<file path="config.mk">
export PLATFORM = sky130hd
export DESIGN_NAME = line_position_tracker_core
export DESIGN_NICKNAME = d
export VERILOG_FILES = /design/src/hw/rtl/lpt_pkg.sv /design/src/hw/rtl/lpt_scan.sv /design/src/hw/rtl/line_position_tracker_core.sv
export SDC_FILE = /design/constraint.sdc
export NUM_CORES = 1
export LEC_CHECK = 0
export BUFFER_PORTS_ARGS = -buffer_cell sky130_fd_sc_hd__buf_2
export CAP_MARGIN = 15
export CORE_MARGIN = 2
export CORE_UTILIZATION = 40
export CTS_CLUSTER_SIZE = 14
export DETAILED_ROUTE_END_ITERATION = 10
export PLACE_DENSITY = 0.58
export SLEW_MARGIN = 30
export SYNTH_ARGS = -nofsm -noshare
export SYNTH_HDL_FRONTEND = slang
export SYNTH_SLANG_ARGS = --single-unit
</file>
<file path="constraint.sdc">
create_clock -name i_clk -period 11.9 [get_ports i_clk]
set_input_delay 2.38 -clock i_clk [delete_from_list [all_inputs] [get_ports i_clk]]
set_output_delay 2.38 -clock i_clk [all_outputs]
set_load 0.03 [all_outputs]
</file>
<file path="src/hw/rtl/lpt_pkg.sv">
package lpt_pkg;

    // Field and register widths
    localparam int FrameW  = 16;
    localparam int ErrW    = 9;
    localparam int RegW    = 16;
    localparam int StepW   = 9;
    localparam int MaxRuns = 8;

    // Direction bit positions
    localparam int DirLeft     = 0;
    localparam int DirStraight = 1;
    localparam int DirRight    = 2;

    // Junction and side thresholds
    localparam logic signed [ErrW-1:0] SideLimit     = 9'sd40;
    localparam logic signed [ErrW-1:0] StraightLimit = 9'sd90;

    typedef enum logic [1:0] {
        ST_IDLE,
        ST_SCAN,
        ST_FINISH
    } t_state;

    typedef enum logic [1:0] {
        STAT_NORMAL   = 2'd0,
        STAT_LOST     = 2'd1,
        STAT_JUNCTION = 2'd2
    } t_status;

    typedef enum logic [1:0] {
        REG_MAX_STEP      = 2'd0,
        REG_LOST_LIMIT    = 2'd1,
        REG_LEFT_DEFAULT  = 2'd2,
        REG_RIGHT_DEFAULT = 2'd3
    } t_reg_idx;

    // Control from the sequencer to the run scanner
    typedef struct packed {
        logic                   start;
        logic [FrameW-1:0]      bits;
        logic signed [ErrW-1:0] last;
    } t_scan_ctl;

    // Chosen run, valid while done is high and held until the next start
    typedef struct packed {
        logic                   done;
        logic signed [ErrW-1:0] target;
        logic [3:0]             run_start;
        logic [3:0]             run_end;
    } t_scan_res;

    // Error magnitude for twice the distance of a run center from 7.5
    function automatic logic [7:0] err_lut(input logic [3:0] idx);
        logic [7:0] v;
        case (idx)
            4'd0:    v = 8'd0;
            4'd1:    v = 8'd13;
            4'd2:    v = 8'd26;
            4'd3:    v = 8'd39;
            4'd4:    v = 8'd53;
            4'd5:    v = 8'd66;
            4'd6:    v = 8'd81;
            4'd7:    v = 8'd96;
            4'd8:    v = 8'd111;
            4'd9:    v = 8'd126;
            4'd10:   v = 8'd141;
            4'd11:   v = 8'd156;
            4'd12:   v = 8'd171;
            4'd13:   v = 8'd186;
            4'd14:   v = 8'd201;
            4'd15:   v = 8'd216;
            default: v = 8'd0;
        endcase
        return v;
    endfunction

endpackage

</file>
<file path="src/hw/rtl/lpt_scan.sv">
module lpt_scan (
    input  logic              i_clk,
    input  logic              i_rst_n,
    input  lpt_pkg::t_scan_ctl i_ctl,
    output lpt_pkg::t_scan_res o_res
);
    import lpt_pkg::*;

    logic                   r_busy;
    logic                   r_done;
    logic [FrameW:0]        r_bits;
    logic [4:0]             r_step;
    logic                   r_in_run;
    logic [3:0]             r_start;
    logic [3:0]             r_count;
    logic signed [ErrW-1:0] r_last;
    logic [9:0]             r_best_dist;
    logic signed [ErrW-1:0] r_best_err;
    logic [3:0]             r_best_start;
    logic [3:0]             r_best_end;

    logic                   w_bit;
    logic [3:0]             w_end;
    logic signed [5:0]      w_d2;
    logic [3:0]             w_idx;
    logic [7:0]             w_mag;
    logic signed [ErrW-1:0] w_err;
    logic signed [9:0]      w_diff;
    logic [9:0]             w_dist;
    logic                   w_close;
    logic                   w_take;

    // Current bit is the MSB of the shifting frame; a zero pad closes a run at bit 0
    assign w_bit = r_bits[FrameW];
    assign w_end = 4'(5'd16 - r_step);

    // Run center, table lookup and distance to the last error
    always_comb begin
        w_d2   = $signed({2'b00, r_start}) + $signed({2'b00, w_end}) - 6'sd15;
        w_idx  = (w_d2 < 0) ? 4'(-w_d2) : w_d2[3:0];
        w_mag  = err_lut(w_idx);
        w_err  = (w_d2 > 0) ? -$signed({1'b0, w_mag}) : $signed({1'b0, w_mag});
        w_diff = 10'(w_err) - 10'(r_last);
        w_dist = (w_diff < 0) ? 10'(-w_diff) : 10'(w_diff);
    end

    // A run closes on a zero; only the first eight runs count; first one wins ties
    assign w_close = r_busy && !w_bit && r_in_run && (r_count < 4'(MaxRuns));
    assign w_take  = w_close && ((r_count == 4'd0) || (w_dist < r_best_dist));

    // Control
    always_ff @(posedge i_clk) begin
        if (!i_rst_n) begin
            r_busy <= 1'b0;
            r_done <= 1'b0;
        end else if (i_ctl.start) begin
            r_busy <= 1'b1;
            r_done <= 1'b0;
        end else if (r_busy && (r_step == 5'd16)) begin
            r_busy <= 1'b0;
            r_done <= 1'b1;
        end
    end

    // Bit walk and best-run tracking
    always_ff @(posedge i_clk) begin
        if (!i_rst_n) begin
            r_step   <= 5'd0;
            r_in_run <= 1'b0;
            r_count  <= 4'd0;
        end else if (i_ctl.start) begin
            r_bits   <= {i_ctl.bits, 1'b0};
            r_step   <= 5'd0;
            r_in_run <= 1'b0;
            r_count  <= 4'd0;
            r_last   <= i_ctl.last;
        end else if (r_busy) begin
            r_bits <= {r_bits[FrameW-1:0], 1'b0};
            r_step <= r_step + 5'd1;
            if (w_bit && !r_in_run) begin
                r_in_run <= 1'b1;
                r_start  <= 4'(5'd15 - r_step);
            end
            if (!w_bit) begin
                r_in_run <= 1'b0;
            end
            if (w_close) begin
                r_count <= r_count + 4'd1;
            end
            if (w_take) begin
                r_best_dist  <= w_dist;
                r_best_err   <= w_err;
                r_best_start <= r_start;
                r_best_end   <= w_end;
            end
        end
    end

    assign o_res.done      = r_done;
    assign o_res.target    = r_best_err;
    assign o_res.run_start = r_best_start;
    assign o_res.run_end   = r_best_end;

    // Run count never passes the limit
    a_count_bound: assert property (@(posedge i_clk) disable iff (!i_rst_n)
        r_count <= 4'(MaxRuns))
        else $error("run count beyond limit");

endmodule

</file>
<file path="src/hw/rtl/line_position_tracker_core.sv">
// Channel   | Dir | Payload
// s_axis    | in  | tuser: mode; tdata: frame_bits[15:0], forced_error[24:16]
// m_axis    | out | tuser: status; tdata: directions, filtered, left, right errors
// i_cfg_*   | in  | write enable, register index, 16-bit data
//
// A force item is taken in idle and gives no transfer out.
// An empty frame skips the scanner and goes from idle straight to finish.
// A line frame walks 17 bit positions through one run scanner, one per cycle; the
// sequencer waits in scan for done, then registers the result in finish and returns to idle.
// Input ready is high only in idle; a stalled output holds the sequencer in finish.
// Synchronous active-low reset returns the configuration, state and tracking registers to their defaults.
module line_position_tracker_core (
    input  logic        i_clk,
    input  logic        i_rst_n,
    input  logic        s_axis_tvalid,
    output logic        s_axis_tready,
    input  logic [31:0] s_axis_tdata,   // frame_bits[15:0], forced_error[24:16], zeros
    input  logic        s_axis_tuser,   // mode
    output logic        m_axis_tvalid,
    input  logic        m_axis_tready,
    output logic [55:0] m_axis_tdata,   // directions[2:0], filtered_error[18:3],
                                        // left_error[34:19], right_error[50:35], zeros
    output logic [1:0]  m_axis_tuser,   // status
    input  logic        i_cfg_we,
    input  logic [1:0]  i_cfg_index,
    input  logic [15:0] i_cfg_data
);
    import lpt_pkg::*;

    t_state                 r_state;
    t_state                 n_state;
    logic [StepW-1:0]       r_max_step;
    logic [RegW-1:0]        r_lost_limit;
    logic [RegW-1:0]        r_left_def;
    logic [RegW-1:0]        r_right_def;
    logic [RegW-1:0]        r_lost;
    logic signed [ErrW-1:0] r_last;
    logic                   r_pending;
    logic                   r_empty;
    logic                   r_out_valid;
    t_status                r_out_status;
    logic [2:0]             r_out_dirs;
    logic [RegW-1:0]        r_out_filt;
    logic [RegW-1:0]        r_out_left;
    logic [RegW-1:0]        r_out_right;

    t_scan_ctl              w_ctl;
    t_scan_res              w_res;
    logic                   w_in_xfer;
    logic                   w_frame_empty;
    logic                   w_out_free;
    logic                   w_emit;
    logic signed [10:0]     w_delta;
    logic signed [10:0]     w_lim;
    logic signed [10:0]     w_step;
    logic signed [ErrW-1:0] w_new_last;
    logic [4:0]             w_width;
    logic [2:0]             w_dirs;
    logic [1:0]             w_ndir;
    t_status                w_status;
    logic [2:0]             w_dirs_out;
    logic [RegW-1:0]        w_filt;
    logic [RegW-1:0]        w_left;
    logic [RegW-1:0]        w_right;
    logic                   w_lost;

    assign w_in_xfer     = s_axis_tvalid && s_axis_tready;
    assign w_frame_empty = (s_axis_tdata[FrameW-1:0] == '0);
    assign w_out_free    = !r_out_valid || m_axis_tready;

    // Next state
    always_comb begin
        n_state = r_state;
        case (r_state)
            ST_IDLE: begin
                if (w_in_xfer && !s_axis_tuser) begin
                    n_state = w_frame_empty ? ST_FINISH : ST_SCAN;
                end
            end
            ST_SCAN: begin
                if (w_res.done) begin
                    n_state = ST_FINISH;
                end
            end
            ST_FINISH: begin
                if (w_out_free) begin
                    n_state = ST_IDLE;
                end
            end
            default: n_state = ST_IDLE;
        endcase
    end

    // Sequencer outputs
    always_comb begin
        s_axis_tready = (r_state == ST_IDLE);
        w_ctl.start   = (r_state == ST_IDLE) && w_in_xfer && !s_axis_tuser && !w_frame_empty;
        w_ctl.bits    = s_axis_tdata[FrameW-1:0];
        w_ctl.last    = r_last;
        w_emit        = (r_state == ST_FINISH) && w_out_free;
    end

    always_ff @(posedge i_clk) begin
        if (!i_rst_n) begin
            r_state <= ST_IDLE;
        end else begin
            r_state <= n_state;
        end
    end

    lpt_scan u_scan (
        .i_clk   (i_clk),
        .i_rst_n (i_rst_n),
        .i_ctl   (w_ctl),
        .o_res   (w_res)
    );

    // Configuration registers
    always_ff @(posedge i_clk) begin
        if (!i_rst_n) begin
            r_max_step   <= 9'd35;
            r_lost_limit <= 16'd2000;
            r_left_def   <= 16'hFF06;
            r_right_def  <= 16'd250;
        end else if (i_cfg_we) begin
            case (t_reg_idx'(i_cfg_index))
                REG_MAX_STEP:      r_max_step   <= i_cfg_data[StepW-1:0];
                REG_LOST_LIMIT:    r_lost_limit <= i_cfg_data;
                REG_LEFT_DEFAULT:  r_left_def   <= i_cfg_data;
                REG_RIGHT_DEFAULT: r_right_def  <= i_cfg_data;
                default: ;
            endcase
        end
    end

    // Rate limiter toward the chosen run; after a force the target is taken without limit
    always_comb begin
        w_delta = 11'(w_res.target) - 11'(r_last);
        w_lim   = $signed({2'b00, r_max_step});
        if (w_delta > w_lim) begin
            w_step = w_lim;
        end else if (w_delta < -w_lim) begin
            w_step = -w_lim;
        end else begin
            w_step = w_delta;
        end
        w_new_last = r_pending ? w_res.target : ErrW'(11'(r_last) + w_step);
    end

    // Junction directions from the chosen run
    always_comb begin
        w_width = {1'b0, w_res.run_start} - {1'b0, w_res.run_end};
        w_dirs  = 3'b000;
        if (w_width >= 5'd3) begin
            w_dirs[DirLeft]     = (w_res.run_start >= 4'd10);
            w_dirs[DirStraight] = (w_res.target < StraightLimit) &&
                                  (w_res.target > -StraightLimit);
            w_dirs[DirRight]    = (w_res.run_end <= 4'd5);
            if (w_width >= 5'd7) begin
                w_dirs = 3'b111;
            end
        end
        w_ndir = 2'(w_dirs[0]) + 2'(w_dirs[1]) + 2'(w_dirs[2]);
    end

    // Result fields
    always_comb begin
        w_lost = (r_lost >= r_lost_limit);
        if (r_empty) begin
            w_status   = w_lost ? STAT_LOST : STAT_NORMAL;
            w_dirs_out = 3'b000;
            w_filt     = !w_lost ? RegW'(r_last) : (r_last < 0) ? r_left_def : r_right_def;
            w_left     = r_left_def;
            w_right    = r_right_def;
        end else begin
            w_status   = (w_ndir >= 2'd2) ? STAT_JUNCTION : STAT_NORMAL;
            w_dirs_out = (w_ndir >= 2'd2) ? w_dirs : 3'b000;
            w_filt     = RegW'(w_new_last);
            w_left     = (w_res.target < -SideLimit) ? RegW'(w_res.target) : r_left_def;
            w_right    = (w_res.target > SideLimit) ? RegW'(w_res.target) : r_right_def;
        end
    end

    // Tracking state
    always_ff @(posedge i_clk) begin
        if (!i_rst_n) begin
            r_lost    <= '0;
            r_last    <= '0;
            r_pending <= 1'b0;
        end else if (w_in_xfer) begin
            if (s_axis_tuser) begin
                r_last    <= $signed(s_axis_tdata[FrameW+ErrW-1:FrameW]);
                r_pending <= 1'b1;
            end else if (w_frame_empty) begin
                if (r_lost < r_lost_limit) begin
                    r_lost <= r_lost + 16'd1;
                end
            end else begin
                r_lost <= '0;
            end
        end else if (w_emit && !r_empty) begin
            r_last    <= w_new_last;
            r_pending <= 1'b0;
        end
    end

    always_ff @(posedge i_clk) begin
        if (w_in_xfer) begin
            r_empty <= w_frame_empty;
        end
    end

    // Output register
    always_ff @(posedge i_clk) begin
        if (!i_rst_n) begin
            r_out_valid <= 1'b0;
        end else if (w_emit) begin
            r_out_valid <= 1'b1;
        end else if (m_axis_tready) begin
            r_out_valid <= 1'b0;
        end
    end

    always_ff @(posedge i_clk) begin
        if (w_emit) begin
            r_out_status <= w_status;
            r_out_dirs   <= w_dirs_out;
            r_out_filt   <= w_filt;
            r_out_left   <= w_left;
            r_out_right  <= w_right;
        end
    end

    assign m_axis_tvalid = r_out_valid;
    assign m_axis_tuser  = r_out_status;
    assign m_axis_tdata  = {5'b00000, r_out_right, r_out_left, r_out_filt, r_out_dirs};

    // A sensor frame transfer closes the input until its result is produced
    a_frame_busy: assert property (@(posedge i_clk) disable iff (!i_rst_n)
        (s_axis_tvalid && s_axis_tready && !s_axis_tuser) |=> !s_axis_tready)
        else $error("input reopened during frame processing");

    // Directions are zero unless a junction is reported
    a_dirs_zero: assert property (@(posedge i_clk) disable iff (!i_rst_n)
        (m_axis_tvalid && (m_axis_tuser != STAT_JUNCTION)) |-> (m_axis_tdata[2:0] == 3'b000))
        else $error("directions without junction");

    // A junction names at least two directions
    a_junction_dirs: assert property (@(posedge i_clk) disable iff (!i_rst_n)
        (m_axis_tvalid && (m_axis_tuser == STAT_JUNCTION)) |->
            ($countones(m_axis_tdata[2:0]) >= 2))
        else $error("junction with fewer than two directions");

    // A force never produces a result
    a_force_silent: assert property (@(posedge i_clk) disable iff (!i_rst_n)
        (s_axis_tvalid && s_axis_tready && s_axis_tuser && !m_axis_tvalid) |=> !m_axis_tvalid)
        else $error("result after force item");

endmodule
</file>
==> Word level (Yosys, flattened, before mapping) <==
Memory sizes are Yosys's and may differ from the RTL's.
Index checks and enable logic that the tools add are counted.
{ "totals": {"n_memories": 1, "latchBits": 0, "ram_bits": 0, "regBits": 208, "elab_cells": 164, "romBits": 128} }
{ "mem_list": {"columns": ["name", "depth", "word_bits", "rd", "rd_clocked_by_memory_dff", "write_ports", "line_no", "text"], "rows": [
  ["(name not given)", 16, 8, 1, 0, 0, "lpt_pkg.sv:56", "case (idx)"]
]} }
{ "op_classes": {"bitwise_logic": 4, "n_mux": 39, "addsub": 17, "multipliers": 0, "reduce_logical": 45, "div_mod_pow": 0, "order_cmp": 19, "eq_ne": 12, "shifts": 0} }
{ "ops": {"columns": ["operator", "n"], "rows": [
  ["$mux W16", 9],
  ["$mux W9", 7],
  ["$mux W17", 2],
  ["$sub A9 B9 Y10", 2],
  ["$reduce_and A2 Y1", 9],
  ["$add A16 B1 Y16 const B", 1],
  ["$ge A16 B16 Y1", 1],
  ["$logic_not A16 Y1", 1],
  ["$lt A16 B16 Y1", 1],
  ["$logic_and A1 B1 Y1", 14],
  ["$mux W2", 6],
  ["$lt A10 B11 Y1", 1],
  ["$neg A9 Y11", 1],
  ["$gt A10 B10 Y1", 1],
  ["$lt A10 B1 Y1 const B", 1],
  ["$lt A10 B10 Y1", 1],
  ["$mux W1", 10],
  ["$mux W10", 1],
  ["$neg A10 Y10", 1],
  ["$add A9 B9 Y9", 1],
  ["$gt A9 B7 Y1 const B", 1],
  ["$gt A9 B8 Y1 const B", 1],
  ["$lt A9 B1 Y1 const B", 1],
  ["$lt A9 B7 Y1 const B", 1],
  ["37 further kinds", 61]
]} }

==> Longest topological paths before layout <==
An unclocked memory read counts as a cell.
{ "logic_depth": {"word_depth": 15, "ltp_mapped": 33, "mapped_depth_nobuf": 32} }

==> Hierarchy <==
Synthesis repeated with hierarchy kept, for this count alone.
{ "unflattened": {"hier_cells": 1330, "hier_area_um2": 12358.1} }
{ "modules_own_cells": {"columns": ["mod", "area_each_um2", "instances", "cells_each", "seq_area_each_um2"], "rows": [
  ["line_position_tracker_core", 8250.4, 1, 957, 3343.2],
  ["lpt_scan", 4107.7, 1, 373, 1921.8]
]} }

==> Worst setup path after synthesis <==
OpenSTA, ideal clock, no wires.
{ "synth_timing": {"path_type": "reg2reg", "startpoint": "register u_scan.r_step[0]", "endpoint": "register u_scan.r_best_dist[0] (enable)", "arrival_time_ns": 7.271, "n_path_buf": 1, "path_stages_with_launch": 29, "setup_ns": 0.428, "slack_ns": 4.202, "path_cell_list": "dfxtp_1 inv_1 ha_1 inv_1 fa_1 ha_1 or3_1 and2_1 buf_6 ha_1 or3_4 a21boi_2 o22ai_1 a211o_1 ha_1 o21a_1 o31a_1 o221ai_1 a31o_2 o21ai_0 ha_1 a21boi_0 o21a_1 o21a_1 o21a_1 o21a_1 o21ai_0 nand2b_1 a31oi_1"} }
{ "synth_between": {"elab_chain_len": 15, "word_cells_on_any_way": 18} }
{ "synth_rtl": {"columns": ["element", "line_no", "text"], "rows": [
  ["from (decl)", "lpt_scan.sv:12", "logic [4:0] r_step;"],
  ["from (signal assigned)", "lpt_scan.sv:79", "r_step <= r_step + 5'd1;"],
  ["$sub A1 B4 Y4 *", "lpt_scan.sv:35", "assign w_end = 4'(5'd16 - r_step);"],
  ["net u_scan.w_end[1]", "lpt_scan.sv:23", "logic [3:0] w_end;"],
  ["$add A4 B4 Y5 *", "lpt_scan.sv:39", "w_d2 = $signed({2'b00, r_start}) + $signed({2'b00, w_end}) - 6'sd15;"],
  ["$sub A5 B4 Y6 *", "lpt_scan.sv:39", null],
  ["$lt A6 B1 Y1 / $neg A4 Y4 (equally long branches)", "lpt_scan.sv:40", "w_idx = (w_d2 < 0) ? 4'(-w_d2) : w_d2[3:0];"],
  ["$mux W4", "lpt_scan.sv:40", null],
  ["$mem_v2 Z16 W8", null, null],
  ["$neg A8 Y9", "lpt_scan.sv:42", "w_err = (w_d2 > 0) ? -$signed({1'b0, w_mag}) : $signed({1'b0, w_mag});"],
  ["[1 not listed]", null, null],
  ["net u_scan.w_err[4]", "lpt_scan.sv:27", "logic signed [ErrW-1:0] w_err;"],
  ["$sub A9 B9 Y10 *", "lpt_scan.sv:43", "w_diff = 10'(w_err) - 10'(r_last);"],
  ["$lt A10 B1 Y1 *", "lpt_scan.sv:44", "w_dist = (w_diff < 0) ? 10'(-w_diff) : 10'(w_diff);"],
  ["$mux W10 *", "lpt_scan.sv:44", null],
  ["net u_scan.w_dist[1]", "lpt_scan.sv:29", "logic [9:0] w_dist;"],
  ["$lt A10 B10 Y1 *", "lpt_scan.sv:49", "assign w_take = w_close && ((r_count == 4'd0) || (w_dist < r_best_dist));"],
  ["$logic_or A1 B1 Y1 *", "lpt_scan.sv:49", null],
  ["$logic_and A1 B1 Y1 *", "lpt_scan.sv:49", null],
  ["$reduce_and A4 Y1 (no source line) *", null, null],
  ["to (signal assigned)", "lpt_scan.sv:91", "r_best_dist <= w_dist;"],
  ["to (decl)", "lpt_scan.sv:17", "logic [9:0] r_best_dist;"]
]} }
The timed path passes the listed nets; every way through them passes the cells marked *.
A chain may end at the register's enable or synchronous reset.

==> Worst setup path in the final report <==
{ "layout_timing": {"startpoint": "register u_scan.r_step[0]", "endpoint": "register u_scan.r_best_start[1] (enable)"} }
{ "layout_between": {"elab_chain_len": 15, "word_cells_on_any_way": 18} }
{ "layout_rtl": {"columns": ["element", "line_no", "text"], "rows": [
  ["$sub A1 B4 Y4 *", "lpt_scan.sv:35", null],
  ["net u_scan.w_end[1]", "lpt_scan.sv:23", null],
  ["$add A4 B4 Y5 *", "lpt_scan.sv:39", null],
  ["$sub A5 B4 Y6 *", "lpt_scan.sv:39", null],
  ["$lt A6 B1 Y1 / $neg A4 Y4 (equally long branches)", "lpt_scan.sv:40", null],
  ["$mux W4", "lpt_scan.sv:40", null],
  ["$mem_v2 Z16 W8", null, null],
  ["$neg A8 Y9", "lpt_scan.sv:42", null],
  ["[1 not listed]", null, null],
  ["net u_scan.w_err[2]", "lpt_scan.sv:27", null],
  ["$sub A9 B9 Y10 *", "lpt_scan.sv:43", null],
  ["$lt A10 B1 Y1 *", "lpt_scan.sv:44", null],
  ["$mux W10 *", "lpt_scan.sv:44", null],
  ["net u_scan.w_dist[1]", "lpt_scan.sv:29", null],
  ["$lt A10 B10 Y1 *", "lpt_scan.sv:49", null],
  ["$logic_or A1 B1 Y1 *", "lpt_scan.sv:49", null],
  ["$logic_and A1 B1 Y1 *", "lpt_scan.sv:49", null],
  ["$reduce_and A4 Y1 (no source line) *", null, null],
  ["to (signal assigned)", "lpt_scan.sv:93", "r_best_start <= r_start;"],
  ["to (decl)", "lpt_scan.sv:19", "logic [3:0] r_best_start;"]
]} }
Marked as above.

==> impl.org <==
** Run status
- The flow ran to the end, and the final reports show no timing, DRC or antenna violations.

** Clock network
- TritonCTS built the clock tree.
- Num CTS Buffers :: 25
- Resized cells post-CTS :: 0
- In this run the deepest clock path goes through 3 buffers.
- Setup fix buffers added after clock tree synthesis :: 0
- After clock tree synthesis, the clock-pin slew on the worst setup and hold paths is 0.06 ns.
- Clock latency on the worst-skew pair :: 0.53 ns
- CTS Sinks :: 208
- CTS Hold Buffers Added :: 0
- The tree is rooted in a clkbuf_16.
- In this run the number of H-tree levels came out at 1.

** Cells and area
- Count of fill cells added during filler insertion :: 2896
- The post-route netlist has 14.5% of its cells at a drive strength greater than 1.
- Cells fill 46.4% of the core in the end.
- Compared with the post-synthesis result, the final layout area differs by 14.0%.
- The repair_antennas step left the layout with diodes totalling 0.
- Count of nets after finishing :: 1554
- With fillers left out, the area of the finished cells amounts to 0.0138 mm2.

** Yosys
- Gate count after technology mapping :: 1307
- Averaged over all synthesized cells, the footprint is 9.29 um2.
- The synthesized design devotes to its leading area cell type 27.2% of total area.
- Library cell occupying the most area in the post-synthesis netlist :: edfxtp_1
- Cell with the most instances after synthesis :: nand2_1
- Most used standard cells in the synthesized netlist :: nand2_1, edfxtp_1, nor2_1
- Number of warnings reported in the yosys synthesis log :: 0
- Portion of the post-synthesis area used by sequential elements :: 43.4%
- Post-synth EDFFs :: 110
- Synth area leaders :: edfxtp_1, dfxtp_1, ha_1
- Most used DFF post-synth :: edfxtp_1
- The mapped netlist covers 0.0121 mm2.
- Counting flops and latches in the post-synthesis netlist gives 208.
- Yosys mapped the design onto 80 distinct sky130hd cell types.
- In the synthesized netlist the async set-or-reset flop fraction comes to 0%.

** STA
- Setup repair after global routing missed its margin :: false
- The worst path needs 7.94 ns of the cycle, external delays included.
- Share of the clock period used by the worst path after layout :: 66.7%
- Achievable frequency :: 126 MHz
- Final hold violation count :: 0
- Clock skew on the completed layout was measured at 0.0246 ns.
- Setup TNS after final layout :: 0 ns
- Setup violations remaining at the end of the flow were counted as 0.
- Number of max-slew violations in the final report :: 0
- Tightest slew margin relative to the limit :: 38.6%
- After layout, the worst setup slack is 3.96 ns.
- Slew @ Worst Pin :: 0.915 ns

** Global routing
- For this run the aggregate overflow at the end of global routing stands at 0.
- Global routing usage summed across all routing layers :: 19.5%
- Vias in the first global route :: 8902
- Entering global routing, the biggest net connects 55 pins.
- The number of antenna violations at the first check in global routing came to 0.
- The first global-routing pass estimated 49.0 mm of wire.

** Placed design
- Timing analysis after detailed placement gives a worst setup slack of 4.04 ns.
- The count of buffers added on input and output ports is 103.
- Routability cong. :: 0.857
- Final HPWL DP :: 22.5 mm
- Dpl cell area :: 0.0130 mm2

** Route
- First-iteration detailed-routing DRC count :: 635
- In this run the remaining antenna-violating nets after routing total 0.
- Detailed routing inserted a total of 9681 vias.
- After detailed routing, the average wire length per cell comes to 17.0 um.
- The pre-antenna-repair detailed-routing pass consisted of 7 iterations.
- In the routed design, unresolved DRC markers number 0.
- Post-detailed-route via-to-cell ratio :: 5.35
- After detailed routing, the total wire length is 30.7 mm.

** Pwr
- Dividing total power by cell area gives a power density of 155 mW/mm2.
- Static leakage power :: 0.00570 uW
- The worst-case IR drop observed on VDD is 0.112 mV.
- Power comes to 2140 uW.

** Floorplanning
- The initial utilization of the core area, before any placement, comes to 40.7%.
- Y dimension of the die :: 178 um
- Number of standard-cell rows in the floorplan :: 63
- Core Footprint :: 0.0298 mm2
- Count of boundary I/O pins :: 116
- Die Footprint :: 0.0318 mm2
- Die X :: 178 um

** Worst setup path
- The critical path is of the reg -> reg type.
- CP most frequent cell :: o21a_1
- STA puts the critical path data arrival time at 8.13 ns.
- Highest-delay cell along the critical path :: xnor2_1
- STA classifies the critical path endpoint as a flop.
- Crit path buf inv count :: 4
- Largest incremental delay on the critical path :: 0.66 ns
- Data required time at the worst endpoint :: 12.09 ns
- Kind of cell adding the most delay to the critical path :: compound AO/OA/AOI/OAI gates
- Of all nets on the critical path, the largest fanout is 19.
- STA classifies the critical path startpoint as a flop.

** Flow run
- Max-capacitance violation count :: 0

** Min path
- The min-delay analysis places its worst path in the category reg -> reg.
-- cell families (layout without fill, tap and decap cells) --
family | after synthesis | after routing | synth area share [%]
other | 1 | 5 | 0.0309
buffers and inverters | 153 | 260 | 5.09
DFF | 208 | 208 | 43.4
and+or+nand+nor | 455 | 455 | 17.4
AOI/OAI and AO/OA | 290 | 290 | 15.5
adders and majority gates | 99 | 99 | 10.5
muxes | 52 | 52 | 4.48
xor gates and xnor gates | 49 | 49 | 3.60
-- worst reg2reg max path, delay by kind of cell, from the launching register on --
| kind | cells | cell delay (ns) |
|---|---|---|
| compound gates | 16 | 3.36 |
| fa+ha+maj | 5 | 1.84 |
| buf+inv | 4 | 1.01 |
| xor+xnor | 1 | 0.66 |
| flops | 1 | 0.46 |
| simple gates | 3 | 0.27 |
-- where the power goes --
| group | internal [uW] | switching [uW] | total, uW |
|---|---|---|---|
| Clock | 418 | 301 | 719 |
| Combinational | 248 | 363 | 611 |
| Sequential | 796 | 18.2 | 814 |
-- state kept, by name, summed over array words and instances (netlist names), 9 cells and up --
name / flops
u_scan.r_bits: 16
r_lost_limit: 16
r_left_def: 16
r_lost: 16
r_out_left: 16
r_last: 9
r_out_right: 16
u_scan.r_last: 9
r_max_step: 9
u_scan.r_best_err: 9
u_scan.r_best_dist: 10
r_out_filt: 16
r_right_def: 16
-- per-stage QoR --
stage	std cells	hold slack, ns
6_report	1808	0.448
5_1_grt	1808	0.457
4_1_cts	1808	0.451
3_5_place_dp	1762	0.437
3_3_place_gp	1762	0.437
2_1_floorplan	1311	0.406
-- cell usage in the layout (no fill, tap or decap), types with 9 or more instances in the layout --
cell type and count:
inv_1 94, a31oi_1 12, buf_4 14, edfxtp_1 110
o211ai_1 15, nand3_1 29, a211oi_1 9, nand2_1 196
ha_1 94, a21oi_1 95, xnor2_1 40, o21a_1 18
dfxtp_1 97, mux2i_1 33, clkbuf_16 25, a21o_1 9
o21ai_0 46, nor2_1 101, and2_1 10, nor3_1 15
mux2_2 19, buf_2 103, nand2b_1 15, o31ai_1 14
nor2b_1 17, or3_1 11, nand4_1 17
-- layout make-up --
type / instances / area, um2 / share of cell area, %
well taps: 390 / 488 / 3.53
flip-flops and latches: 208 / 5270 / 38.1
repair buffers: 117 / 621 / 4.48
clock inverters: 12 / 76.3 / 0.551
inverters: 97 / 364 / 2.63
clock buffers: 34 / 709 / 5.13
multi-input cells: 950 / 6310 / 45.6
-- final timing paths --
| path | from | endpoint | slack (ns) | cells after the start |
|---|---|---|---|---|
| max | u_scan.r_step[0] | u_scan.r_best_start[1] | 3.96 | 29 |
| min | u_scan.r_start[0] | u_scan.r_best_start[0] | 0.45 | 0 |
| max reg2reg | u_scan.r_step[0] | u_scan.r_best_start[1] | 3.96 | 29 |
| min reg2reg | u_scan.r_start[0] | u_scan.r_best_start[0] | 0.45 | 0 |
-- metal layers --
layer	wire [um]	GRT usage, %	vias to the layer above
li1	-	-	4835
met1	15300	29.2	4563
met2	12900	29.6	258
met3	2050	3.41	25
met4	405	3.86	0
met5	0	0	-
(Power assumes the default switching activity.)
